<file path="config.mk">
export PLATFORM = sky130hd
export DESIGN_NAME = cpu6502_register_alu_execute
export DESIGN_NICKNAME = d
export VERILOG_FILES = /design/src/rtl/c6502_pkg.sv /design/src/rtl/c6502_execute.sv /design/src/rtl/c6502_regfile.sv /design/src/rtl/cpu6502_register_alu_execute.sv
export SDC_FILE = /design/constraint.sdc
export NUM_CORES = 1
export LEC_CHECK = 0
export BUFFER_PORTS_ARGS = -buffer_cell sky130_fd_sc_hd__buf_2
export CAP_MARGIN = 0
export CORE_AREA = 3 3 135 137
export CTS_CLUSTER_DIAMETER = 30
export DETAILED_ROUTE_END_ITERATION = 10
export DIE_AREA = 0 0 138 140
export MAX_ROUTING_LAYER = met4
export PLACE_DENSITY = 0.68
export SLEW_MARGIN = 40
export SYNTH_ARGS = -nofsm -noshare
export SYNTH_HDL_FRONTEND = slang
export SYNTH_HIERARCHICAL = 1
export SYNTH_SLANG_ARGS = --single-unit
</file>
<file path="constraint.sdc">
create_clock -name aclk -period 13.3 [get_ports aclk]
set_input_delay 3.99 -clock aclk [delete_from_list [all_inputs] [get_ports aclk]]
set_output_delay 3.99 -clock aclk [all_outputs]
set_load 0.02 [all_outputs]
</file>
<file path="src/rtl/c6502_pkg.sv">
// Shared types and constants for the 6502 execute stage.
// Used by c6502_execute, c6502_regfile and cpu6502_register_alu_execute.
package c6502_pkg;

    // status register bit positions: N V U B D I Z C, bit 7 down to bit 0
    localparam int unsigned FLAG_C = 0;
    localparam int unsigned FLAG_Z = 1;
    localparam int unsigned FLAG_I = 2;
    localparam int unsigned FLAG_D = 3;
    localparam int unsigned FLAG_B = 4;
    localparam int unsigned FLAG_U = 5;
    localparam int unsigned FLAG_V = 6;
    localparam int unsigned FLAG_N = 7;

    localparam logic [7:0] RESET_A  = 8'h00;
    localparam logic [7:0] RESET_X  = 8'h00;
    localparam logic [7:0] RESET_Y  = 8'h00;
    localparam logic [7:0] RESET_SP = 8'hFD;
    localparam logic [7:0] RESET_P  = 8'h20;

    typedef enum logic [5:0] {
        OP_ADC = 6'd0,  OP_SBC = 6'd1,  OP_AND = 6'd2,  OP_EOR = 6'd3,
        OP_ORA = 6'd4,  OP_ASL = 6'd5,  OP_LSR = 6'd6,  OP_ROL = 6'd7,
        OP_ROR = 6'd8,  OP_CMP = 6'd9,  OP_CPX = 6'd10, OP_CPY = 6'd11,
        OP_BIT = 6'd12, OP_INC = 6'd13, OP_DEC = 6'd14, OP_INX = 6'd15,
        OP_INY = 6'd16, OP_DEX = 6'd17, OP_DEY = 6'd18, OP_LDA = 6'd19,
        OP_LDX = 6'd20, OP_LDY = 6'd21, OP_STA = 6'd22, OP_STX = 6'd23,
        OP_STY = 6'd24, OP_TAX = 6'd25, OP_TAY = 6'd26, OP_TSX = 6'd27,
        OP_TXA = 6'd28, OP_TXS = 6'd29, OP_TYA = 6'd30, OP_CLC = 6'd31,
        OP_CLD = 6'd32, OP_CLI = 6'd33, OP_CLV = 6'd34, OP_SEC = 6'd35,
        OP_SED = 6'd36, OP_SEI = 6'd37, OP_BCC = 6'd38, OP_BCS = 6'd39,
        OP_BEQ = 6'd40, OP_BMI = 6'd41, OP_BNE = 6'd42, OP_BPL = 6'd43,
        OP_BVC = 6'd44, OP_BVS = 6'd45, OP_PHA = 6'd46, OP_PHP = 6'd47,
        OP_PLA = 6'd48, OP_PLP = 6'd49, OP_NOP = 6'd50
    } op_t;

    typedef struct packed {
        logic [7:0] a;
        logic [7:0] x;
        logic [7:0] y;
        logic [7:0] sp;
        logic [7:0] p;
    } regs_t;

    typedef struct packed {
        logic [7:0] write_data;
        logic       write_enable;
        logic       write_to_stack;
        logic       branch_taken;
    } exec_res_t;

endpackage

</file>
<file path="src/rtl/c6502_execute.sv">
// Combinational execute step: one operation against the register set.
// Depends on c6502_pkg for the operation codes, flag positions and structs.
module c6502_execute
    import c6502_pkg::*;
(
    input  op_t        op,
    input  logic [7:0] operand,
    input  logic       acc_mode,
    input  regs_t      regs,
    output regs_t      regs_next,
    output exec_res_t  res
);

    always_comb begin
        regs_t      r;
        logic [8:0] sum;
        logic [7:0] addend;
        logic [7:0] src;
        logic [7:0] shf;
        logic [7:0] cmp_reg;
        logic [7:0] diff;
        logic       cin;

        r        = regs;
        r.p[FLAG_U] = 1'b1;
        res      = '0;
        cin      = r.p[FLAG_C];
        addend   = (op == OP_SBC) ? ~operand : operand;
        sum      = {1'b0, r.a} + {1'b0, addend} + {8'd0, cin};
        src      = acc_mode ? r.a : operand;
        shf      = '0;
        cmp_reg  = r.a;
        diff     = '0;

        unique case (op)
            OP_ADC, OP_SBC: begin
                r.p[FLAG_C] = sum[8];
                r.p[FLAG_V] = ~(r.a[7] ^ addend[7]) & (r.a[7] ^ sum[7]);
                r.a         = sum[7:0];
                r.p[FLAG_Z] = (sum[7:0] == 8'd0);
                r.p[FLAG_N] = sum[7];
            end
            OP_AND, OP_EOR, OP_ORA, OP_LDA, OP_TXA, OP_TYA, OP_PLA: begin
                unique case (op)
                    OP_AND:  r.a = r.a & operand;
                    OP_EOR:  r.a = r.a ^ operand;
                    OP_ORA:  r.a = r.a | operand;
                    OP_TXA:  r.a = r.x;
                    OP_TYA:  r.a = r.y;
                    default: r.a = operand;
                endcase
                if (op == OP_PLA) begin
                    r.sp = r.sp + 8'd1;
                end
                r.p[FLAG_Z] = (r.a == 8'd0);
                r.p[FLAG_N] = r.a[7];
            end
            OP_ASL, OP_LSR, OP_ROL, OP_ROR: begin
                unique case (op)
                    OP_ASL:  shf = {src[6:0], 1'b0};
                    OP_LSR:  shf = {1'b0, src[7:1]};
                    OP_ROL:  shf = {src[6:0], cin};
                    default: shf = {cin, src[7:1]};
                endcase
                r.p[FLAG_C] = (op == OP_ASL || op == OP_ROL) ? src[7] : src[0];
                r.p[FLAG_Z] = (shf == 8'd0);
                r.p[FLAG_N] = shf[7];
                if (acc_mode) begin
                    r.a = shf;
                end else begin
                    res.write_data   = shf;
                    res.write_enable = 1'b1;
                end
            end
            OP_CMP, OP_CPX, OP_CPY: begin
                unique case (op)
                    OP_CPX:  cmp_reg = r.x;
                    OP_CPY:  cmp_reg = r.y;
                    default: cmp_reg = r.a;
                endcase
                diff        = cmp_reg - operand;
                r.p[FLAG_C] = (cmp_reg >= operand);
                r.p[FLAG_Z] = (diff == 8'd0);
                r.p[FLAG_N] = diff[7];
            end
            OP_BIT: begin
                r.p[FLAG_Z] = ((r.a & operand) == 8'd0);
                r.p[FLAG_N] = operand[7];
                r.p[FLAG_V] = operand[6];
            end
            OP_INC, OP_DEC: begin
                res.write_data   = (op == OP_INC) ? operand + 8'd1 : operand - 8'd1;
                res.write_enable = 1'b1;
                r.p[FLAG_Z]      = (res.write_data == 8'd0);
                r.p[FLAG_N]      = res.write_data[7];
            end
            OP_INX, OP_DEX, OP_LDX, OP_TAX, OP_TSX: begin
                unique case (op)
                    OP_INX:  r.x = r.x + 8'd1;
                    OP_DEX:  r.x = r.x - 8'd1;
                    OP_LDX:  r.x = operand;
                    OP_TAX:  r.x = r.a;
                    default: r.x = r.sp;
                endcase
                r.p[FLAG_Z] = (r.x == 8'd0);
                r.p[FLAG_N] = r.x[7];
            end
            OP_INY, OP_DEY, OP_LDY, OP_TAY: begin
                unique case (op)
                    OP_INY:  r.y = r.y + 8'd1;
                    OP_DEY:  r.y = r.y - 8'd1;
                    OP_LDY:  r.y = operand;
                    default: r.y = r.a;
                endcase
                r.p[FLAG_Z] = (r.y == 8'd0);
                r.p[FLAG_N] = r.y[7];
            end
            OP_STA: begin
                res.write_data   = r.a;
                res.write_enable = 1'b1;
            end
            OP_STX: begin
                res.write_data   = r.x;
                res.write_enable = 1'b1;
            end
            OP_STY: begin
                res.write_data   = r.y;
                res.write_enable = 1'b1;
            end
            OP_TXS: r.sp = r.x;
            OP_CLC: r.p[FLAG_C] = 1'b0;
            OP_CLD: r.p[FLAG_D] = 1'b0;
            OP_CLI: r.p[FLAG_I] = 1'b0;
            OP_CLV: r.p[FLAG_V] = 1'b0;
            OP_SEC: r.p[FLAG_C] = 1'b1;
            OP_SED: r.p[FLAG_D] = 1'b1;
            OP_SEI: r.p[FLAG_I] = 1'b1;
            OP_BCC: res.branch_taken = ~r.p[FLAG_C];
            OP_BCS: res.branch_taken =  r.p[FLAG_C];
            OP_BEQ: res.branch_taken =  r.p[FLAG_Z];
            OP_BMI: res.branch_taken =  r.p[FLAG_N];
            OP_BNE: res.branch_taken = ~r.p[FLAG_Z];
            OP_BPL: res.branch_taken = ~r.p[FLAG_N];
            OP_BVC: res.branch_taken = ~r.p[FLAG_V];
            OP_BVS: res.branch_taken =  r.p[FLAG_V];
            OP_PHA, OP_PHP: begin
                // push goes to page one at sp, then sp moves down
                res.write_data     = (op == OP_PHA) ? r.a
                                   : (r.p | 8'h30);
                res.write_enable   = 1'b1;
                res.write_to_stack = 1'b1;
                if (op == OP_PHP) begin
                    r.p[FLAG_B] = 1'b0;
                end
                r.sp = r.sp - 8'd1;
            end
            OP_PLP: begin
                r.sp        = r.sp + 8'd1;
                r.p         = operand;
                r.p[FLAG_B] = 1'b0;
            end
            default: begin
                // NOP and unassigned codes leave everything alone
            end
        endcase

        r.p[FLAG_U] = 1'b1;
        regs_next   = r;
    end

endmodule

</file>
<file path="src/rtl/c6502_regfile.sv">
// Architectural registers A, X, Y, SP and P with their reset values.
// Depends on c6502_pkg for regs_t and the reset constants.
module c6502_regfile
    import c6502_pkg::*;
(
    input  logic  aclk,
    input  logic  aresetn,
    input  logic  wr_en,
    input  regs_t regs_next,
    output regs_t regs
);

    regs_t regs_reg;

    always_ff @(posedge aclk) begin
        if (!aresetn) begin
            regs_reg.a  <= RESET_A;
            regs_reg.x  <= RESET_X;
            regs_reg.y  <= RESET_Y;
            regs_reg.sp <= RESET_SP;
            regs_reg.p  <= RESET_P;
        end else if (wr_en) begin
            regs_reg <= regs_next;
        end
    end

    assign regs = regs_reg;

endmodule

</file>
<file path="src/rtl/cpu6502_register_alu_execute.sv">
// Top level of the 6502 execute stage: input register, execute step, result register.
// Depends on c6502_pkg, c6502_execute and c6502_regfile.
//
//  channel | dir | tdata                        | tuser
//  s_      | in  | [7:0] operand                | [5:0] operation, [6] accumulator_mode
//  m_      | out | write_data, A, X, Y, SP, P,  | [0] write_enable, [1] write_to_stack
//          |     | branch_taken (see port)      |
//
// One item per cycle sustained while m_ does not stall; an accepted item is held
// first in the input register, then in the result register, which drives m_tvalid.
// The item executes as it moves from the input register to the result register,
// and the register file updates on that same edge, so the next item sees it.
// Reset (aresetn low, synchronous) empties both registers and loads A=X=Y=0,
// SP=0xFD, P=0x20.
// A stall on m_ holds the result and the register file; s_tready stays high
// while the input register is empty or drains this cycle.
module cpu6502_register_alu_execute
    import c6502_pkg::*;
(
    input  logic        aclk,
    input  logic        aresetn,
    input  logic        s_tvalid,
    output logic        s_tready,
    input  logic [7:0]  s_tdata,   // [7:0] operand
    input  logic [6:0]  s_tuser,   // [5:0] operation, [6] accumulator_mode
    output logic        m_tvalid,
    input  logic        m_tready,
    // [7:0] write_data, [15:8] accumulator_out, [23:16] index_x_out,
    // [31:24] index_y_out, [39:32] stack_pointer_out, [47:40] status_out,
    // [48] branch_taken, [55:49] zero
    output logic [55:0] m_tdata,
    output logic [1:0]  m_tuser    // [0] write_enable, [1] write_to_stack
);

    logic       in_valid_reg;
    logic [5:0] in_op_reg;
    logic [7:0] in_operand_reg;
    logic       in_acc_mode_reg;

    logic        out_valid_reg;
    logic [55:0] out_data_reg;
    logic [1:0]  out_user_reg;

    logic      advance;
    regs_t     regs;
    regs_t     regs_next;
    exec_res_t res;

    assign advance  = in_valid_reg && (!out_valid_reg || m_tready);
    assign s_tready = !in_valid_reg || advance;

    always_ff @(posedge aclk) begin
        if (!aresetn) begin
            in_valid_reg <= 1'b0;
        end else if (s_tready) begin
            in_valid_reg <= s_tvalid;
        end
    end

    always_ff @(posedge aclk) begin
        if (s_tready && s_tvalid) begin
            in_op_reg       <= s_tuser[5:0];
            in_acc_mode_reg <= s_tuser[6];
            in_operand_reg  <= s_tdata;
        end
    end

    c6502_execute u_execute (
        .op        (op_t'(in_op_reg)),
        .operand   (in_operand_reg),
        .acc_mode  (in_acc_mode_reg),
        .regs      (regs),
        .regs_next (regs_next),
        .res       (res)
    );

    c6502_regfile u_regfile (
        .aclk      (aclk),
        .aresetn   (aresetn),
        .wr_en     (advance),
        .regs_next (regs_next),
        .regs      (regs)
    );

    always_ff @(posedge aclk) begin
        if (!aresetn) begin
            out_valid_reg <= 1'b0;
        end else if (advance) begin
            out_valid_reg <= 1'b1;
        end else if (m_tready) begin
            out_valid_reg <= 1'b0;
        end
    end

    always_ff @(posedge aclk) begin
        if (advance) begin
            out_data_reg <= {7'd0, res.branch_taken, regs_next.p, regs_next.sp,
                             regs_next.y, regs_next.x, regs_next.a, res.write_data};
            out_user_reg <= {res.write_to_stack, res.write_enable};
        end
    end

    assign m_tvalid = out_valid_reg;
    assign m_tdata  = out_data_reg;
    assign m_tuser  = out_user_reg;

    // held status keeps U set and B clear at all times
    a_status_bits: assert property (@(posedge aclk) disable iff (!aresetn)
        regs.p[FLAG_U] && !regs.p[FLAG_B])
        else $error("held status lost U or gained B");

    // a stalled result freezes the register file
    a_stall_holds_regs: assert property (@(posedge aclk) disable iff (!aresetn)
        (m_tvalid && !m_tready) |=> $stable(regs))
        else $error("register file moved during output stall");

    // stack writes are always real writes
    a_stack_write: assert property (@(posedge aclk) disable iff (!aresetn)
        (m_tvalid && m_tuser[1]) |-> m_tuser[0])
        else $error("write_to_stack without write_enable");

    // branches never write memory
    a_branch_no_write: assert property (@(posedge aclk) disable iff (!aresetn)
        (m_tvalid && m_tdata[48]) |-> !m_tuser[0])
        else $error("branch taken together with a write");

endmodule

</file>
==> results of run 1 <==
## metal layers
metal	vias up	global-route usage [%]	wire length, um
met3	81	5.53	2430
met1	3562	36.9	11300
met4	0	10.5	1080
met5	-	-	0
met2	433	38.7	11200
li1	3523	-	-
## worst reg2reg max path, delay by kind of cell, from the launching register on
| kind | cells | cell delay (ps) |
|---|---|---|
| AO/OA/AOI/OAI | 6 | 1240 |
| XOR/XNOR | 1 | 250 |
| adder cells (fa/ha/maj) | 2 | 880 |
| buffers and inverters | 2 | 420 |
| flip-flops | 1 | 370 |
| multiplexers | 1 | 150 |
| AND/OR/NAND/NOR | 6 | 1660 |
## power by group through the flow
stage                     Clock (W)  Sequential, W  Combinational (W)
final                      0.000280       0.000381           0.000143
after global placement            0       0.000388           0.000138
after global routing       0.000302       0.000382           0.000154
after floorplan                   0       0.000390           0.000102
after detailed placement          0       0.000388           0.000139
after CTS                  0.000286       0.000381           0.000140
## cell type report
class	instances	area share [%]
inverter	32	1.30
timing repair buffer	89	5.35
multi-input combinational	717	56.6
sequential	107	30.4
clock inverter	7	0.935
tap	225	3.05
clock buffer	9	2.44
## worst max-delay path by stage
stage / slack (ps) / to / depth (start not counted) / startpoint
CTS: 4890 / s_tready / 3 / m_tready
global route: 4870 / s_tready / 3 / m_tready
finish: 4890 / s_tready / 3 / m_tready
floorplan: 5150 / s_tready / 1 / m_tready
detailed placement: 4890 / s_tready / 3 / m_tready
global placement: 4890 / s_tready / 3 / m_tready
## through the flow
step	power (W)	util [%]	hold WS (ps)
floorplan	0.000492	-	440
global placement	0.000526	51.9	492
detailed placement	0.000527	51.9	524
CTS	0.000807	53.7	536
global route	0.000838	53.8	561
finish	0.000804	53.8	533
==> results_dict.tcl, run 1 <==
set metrics [dict create \
    run_status "complete, no violations" \
    htreeDepth 3 \
    cp_top_family "buffers and inverters" \
    io-pin-count 79 \
    hold_depth 2 \
    core_area_um2 17200 \
    grt_usage_pct 26.8 \
    multi_input_area_um2 5220 \
    cts_root_buf "clkbuf_16" \
    final_cell_mix "nand2_1, buf_2, edfxtp_1, mux2i_1, nor2_1" \
    drc 0 \
    layout-drive-gt1-share_pct 14.2 \
    die_width_um 138 \
    antenna_found_initial 0 \
    hold_buffers 0 \
    cts_tree "done" \
    via_per_inst 6.41 \
    clk_latency_ps 370 \
    ant_nets 0 \
    reg2reg_to "u_regfile/regs[1]$_SDFFE_PN0P_" \
    start_util_pct 49.6 \
    wl_per_cell_um 22.0 \
    path_clk_slew_ps 70 \
    dp_hpwl_mm 18.5 \
    slowest_delay_ps 160 \
    layout_min_cycle_time_ps 8410 \
    max_freq_mhz 119 \
    holdCritPathClass "reg -> reg" \
    period_share_pct 63.2 \
    combPwrFrac_pct 17.8 \
    num_antenna_cells 0 \
    largest_reg_flops 49 \
    maxCapViolations 0 \
    finalNetCount 1020 \
    die_h_um 140 \
    final_area_um2 9230 \
    grt_setup_unrepaired "no" \
    post-cts-setup-buffers 0 \
    rr_worst_depth 18 \
    drt-pass1-iter-count 6 \
    path_cells "buf_2, nand3b_4, buf_2" \
    holdPathEnd "in_valid_reg$_SDFFE_PN0P_" \
    ff_latch_area_um2 2800 \
    vias 7599 \
    port_buffers 71 \
    p_clk_share_pct 34.8 \
    intPower_w 0.000569 \
    detailedPlace.worstSlack_ps 4890 \
    area_growth_pct 8.32 \
    crit_buf_inv 2 \
    wirelength_mm 26.1 \
    yosysWarnings 6 \
    worstSetupPathType "in -> out" \
    ir_drop_uv 60.9 \
    max_slew_margin_pct 45.5 \
    setup_viol 0 \
    drv_slew 0 \
    dp_cells 1170 \
    final_common_cell "nand2_1" \
    cts-buffers-inserted 9 \
    netSwitchingPower_w 0.000236 \
    worstPathArrival_ps 4420 \
    swShare_pct 29.3 \
    grt_max_degree 74 \
    leakage_nw 3.49 \
    final.setup.worst_slack_ps 4890 \
    cp-end-kind "output pin" \
    tns_ps 0 \
    placed_area_um2 8910 \
    slowest_stage "buf_2" \
    hold_path.startpoint "m_tvalid$_SDFFE_PN0P_" \
    post_cts_resized 0 \
    hold_violations 0 \
    grt_pass1_vias 6797 \
    seq_power_share_pct 47.4 \
    crit_required_ps 9310 \
    p_per_area_nw_per_um2 87.1 \
    dieArea_um2 19300 \
    clockBufferDepth 2 \
    fin_cells 1186 \
    skew_ps 11.7 \
    avgSynthCellArea_um2 9.21 \
    r2r_start "in_op_reg[4]$_DFFE_PP_" \
    gp_congestion 0.992 \
    fillers 1643 \
    clock_sinks 107 \
    fp-row-count 48 \
    tightest_slew_ps 811 \
    gr-total-overflow 0 \
    drt_iter0_drc 1106 \
    crit_path_frequent_cell "buf_2" \
    synthCells 926 \
    path_max_fanout 2 \
    netlist_area_um2 8520 \
    grt_pass1_wl_mm 39.9 \
    reg2reg_setup_slack_ps 8280 \
    startpoint_type "input port" \
]
(Power assumes the default switching activity.)
==> run 2: changes to the inputs <==
--- a/config.mk
+++ b/config.mk
@@ -5,12 +5,13 @@
 export SDC_FILE = /design/constraint.sdc
 export NUM_CORES = 1
 export LEC_CHECK = 0
+export ABC_AREA = 1
 export BUFFER_PORTS_ARGS = -buffer_cell sky130_fd_sc_hd__buf_2
 export CAP_MARGIN = 0
-export CORE_AREA = 3 3 135 137
+export CORE_AREA = 3 3 136 138
 export CTS_CLUSTER_DIAMETER = 30
 export DETAILED_ROUTE_END_ITERATION = 10
-export DIE_AREA = 0 0 138 140
+export DIE_AREA = 0 0 139 141
 export MAX_ROUTING_LAYER = met4
 export PLACE_DENSITY = 0.68
 export SLEW_MARGIN = 40
==> constraint.sdc (replaced) <==
create_clock -name aclk -period 8.41 [get_ports aclk]
set_input_delay 2.523 -clock aclk [delete_from_list [all_inputs] [get_ports aclk]]
set_output_delay 2.523 -clock aclk [all_outputs]
set_load 0.02 [all_outputs]
==> run 2 against run 1 <==
Core utilization is 0.94 points higher. Register-to-register slack worse by 4100 ps. Clock power is 49% higher. Combinational power is 150% higher. Synthesized cell count is 37% higher. Highest routed layer unchanged.
==> results_dict.tcl, run 2 <==
set metrics [dict create \
    die_width_um 139 \
    final_area_um2 9460 \
    start_util_pct 50.1 \
    startpoint_type "input port" \
    reg2reg_setup_slack_ps 4220 \
    path_clk_slew_ps 70 \
    gp_congestion 1.05 \
    cp_top_family "buffers and inverters" \
    area_growth_pct 9.11 \
    netSwitchingPower_w 0.000499 \
    max_freq_mhz 180 \
    crit_buf_inv 3 \
    port_buffers 71 \
    post_cts_resized 0 \
    num_antenna_cells 0 \
    final_cell_mix "nand2_1, inv_1, nor2_1" \
    fp-row-count 48 \
    p_per_area_nw_per_um2 149 \
    hold_path.startpoint "u_regfile/regs[4]$_SDFFE_PN0P_" \
    avgSynthCellArea_um2 6.83 \
    core_area_um2 17300 \
    postLayoutCoreUtil_pct 54.7 \
    intPower_w 0.000910 \
    path_cells "buf_2, inv_1, nand3_2, buf_2" \
    wirelength_mm 30.9 \
    drc 0 \
    grt_pass1_wl_mm 46.9 \
    hold_depth 2 \
    final_common_cell "nand2_1" \
    seq_power_share_pct 45.4 \
    holdCritPathClass "reg -> reg" \
    ir_drop_uv 156 \
    drt_iter0_drc 1070 \
    via_per_inst 5.74 \
    leakage_nw 4.26 \
    hold_violations 0 \
    swShare_pct 35.4 \
    period_share_pct 66.2 \
    layout-drive-gt1-share_pct 9.60 \
    maxCapViolations 0 \
    grt_usage_pct 31.7 \
    finalNetCount 1393 \
    holdPathEnd "u_regfile/regs[4]$_SDFFE_PN0P_" \
    totalPowerFinal_w 0.00141 \
    post-cts-setup-buffers 0 \
    layout_min_cycle_time_ps 5560 \
    clock_sinks 107 \
    clk_latency_ps 370 \
    cp-end-kind "output pin" \
    tightest_slew_ps 823 \
    dp_hpwl_mm 23.5 \
    cts-buffers-inserted 9 \
    ant_nets 0 \
    placed_area_um2 9150 \
    path_max_fanout 3 \
    drt-pass1-iter-count 8 \
    crit_required_ps 5890 \
    fillers 1781 \
    clockBufferDepth 2 \
    combPwrFrac_pct 24.9 \
    netlist_area_um2 8670 \
    die_h_um 141 \
    max_slew_margin_pct 44.9 \
    largest_reg_flops 49 \
    yosysWarnings 6 \
    crit_path_frequent_cell "buf_2" \
    htreeDepth 3 \
    slowest_delay_ps 180 \
    r2r_start "in_op_reg[0]$_DFFE_PP_" \
    grt_pass1_vias 7977 \
    path_depth 4 \
    vias 8946 \
    gr-total-overflow 0 \
    grt_max_degree 59 \
    worstSetupPathType "in -> out" \
    skew_ps 17.4 \
    worstPathArrival_ps 3040 \
    dieArea_um2 19600 \
    tns_ps 0 \
    cts_root_buf "clkbuf_16" \
    run_status "complete, no violations" \
    slowest_stage "buf_2" \
    drv_slew 0 \
    io-pin-count 79 \
    rr_worst_depth 22 \
    setup_viol 0 \
    wl_per_cell_um 19.8 \
    grt_setup_unrepaired "no" \
    synthCells 1269 \
    p_clk_share_pct 29.7 \
    antenna_found_initial 0 \
    cts_tree "done" \
    hold_buffers 0 \
    reg2reg_to "u_regfile/regs[1]$_SDFFE_PN0P_" \
]
-- run 2: changes by cell type in the layout (fill, tap and decap cells not counted), sizes merged, moves of 13 or more --
cell / delta
a221o: -17
buf: -13
inv: +156
mux2: -15
mux2i: -66
nand2: +261
nand3: +84
nor2: +111
nor2b: -47
nor3: -21
xnor2: -22
xor2: +16
-- run 2: worst max-delay path by stage --
stage / start / endpoint / slack (ps)
2_1_floorplan: m_tready / u_regfile/regs[24]$_SDFFE_PN0P_ / 2560
3_3_place_gp: m_tready / s_tready / 2870
3_5_place_dp: m_tready / s_tready / 2850
4_1_cts: m_tready / s_tready / 2850
5_1_grt: m_tready / s_tready / 2810
6_report: m_tready / s_tready / 2850
-- run 2: layer usage --
layer  GRT usage, %  share of wire, %  vias up
met5              -                 0        -
met4           10.2               3.3        0
met3           7.06                11       62
met2           45.6                41      495
met1           44.4                44     4075
li1               -                 -     4314
-- run 2: cell type report --
class,count,area [um^2],area share (%)
clock buffer,10,229,2.42
inverter,193,724,7.66
sequential,107,2800,29.6
timing repair buffer,76,403,4.26
tap,225,282,2.98
clock inverter,6,61.3,0.648
multi-input combinational,942,4960,52.4
-- run 2: worst min-delay path, delay by kind of cell (launching register included) --
kind / cells / cell delay [ps]
and+or+nand+nor: 2 / 130
DFF: 1 / 320
-- run 2: power by group through the flow --
| stage | combinational, W | clock, W | sequential (W) |
|---|---|---|---|
| 2_1_floorplan | 0.000233 | 0 | 0.000650 |
| 3_5_place_dp | 0.000339 | 0 | 0.000650 |
| 5_1_grt | 0.000388 | 0.000445 | 0.000644 |
| 3_3_place_gp | 0.000336 | 0 | 0.000650 |
| 4_1_cts | 0.000341 | 0.000431 | 0.000639 |
| 6_report | 0.000351 | 0.000418 | 0.000640 |
-- run 2: through the flow --
stage	instances	setup WS, ps	hold slack [ps]
after global placement	1542	2870	459
final	1559	2850	482
after floorplan	1275	2560	449
after global routing	1559	2810	512
after CTS	1558	2850	481
after detailed placement	1542	2850	471
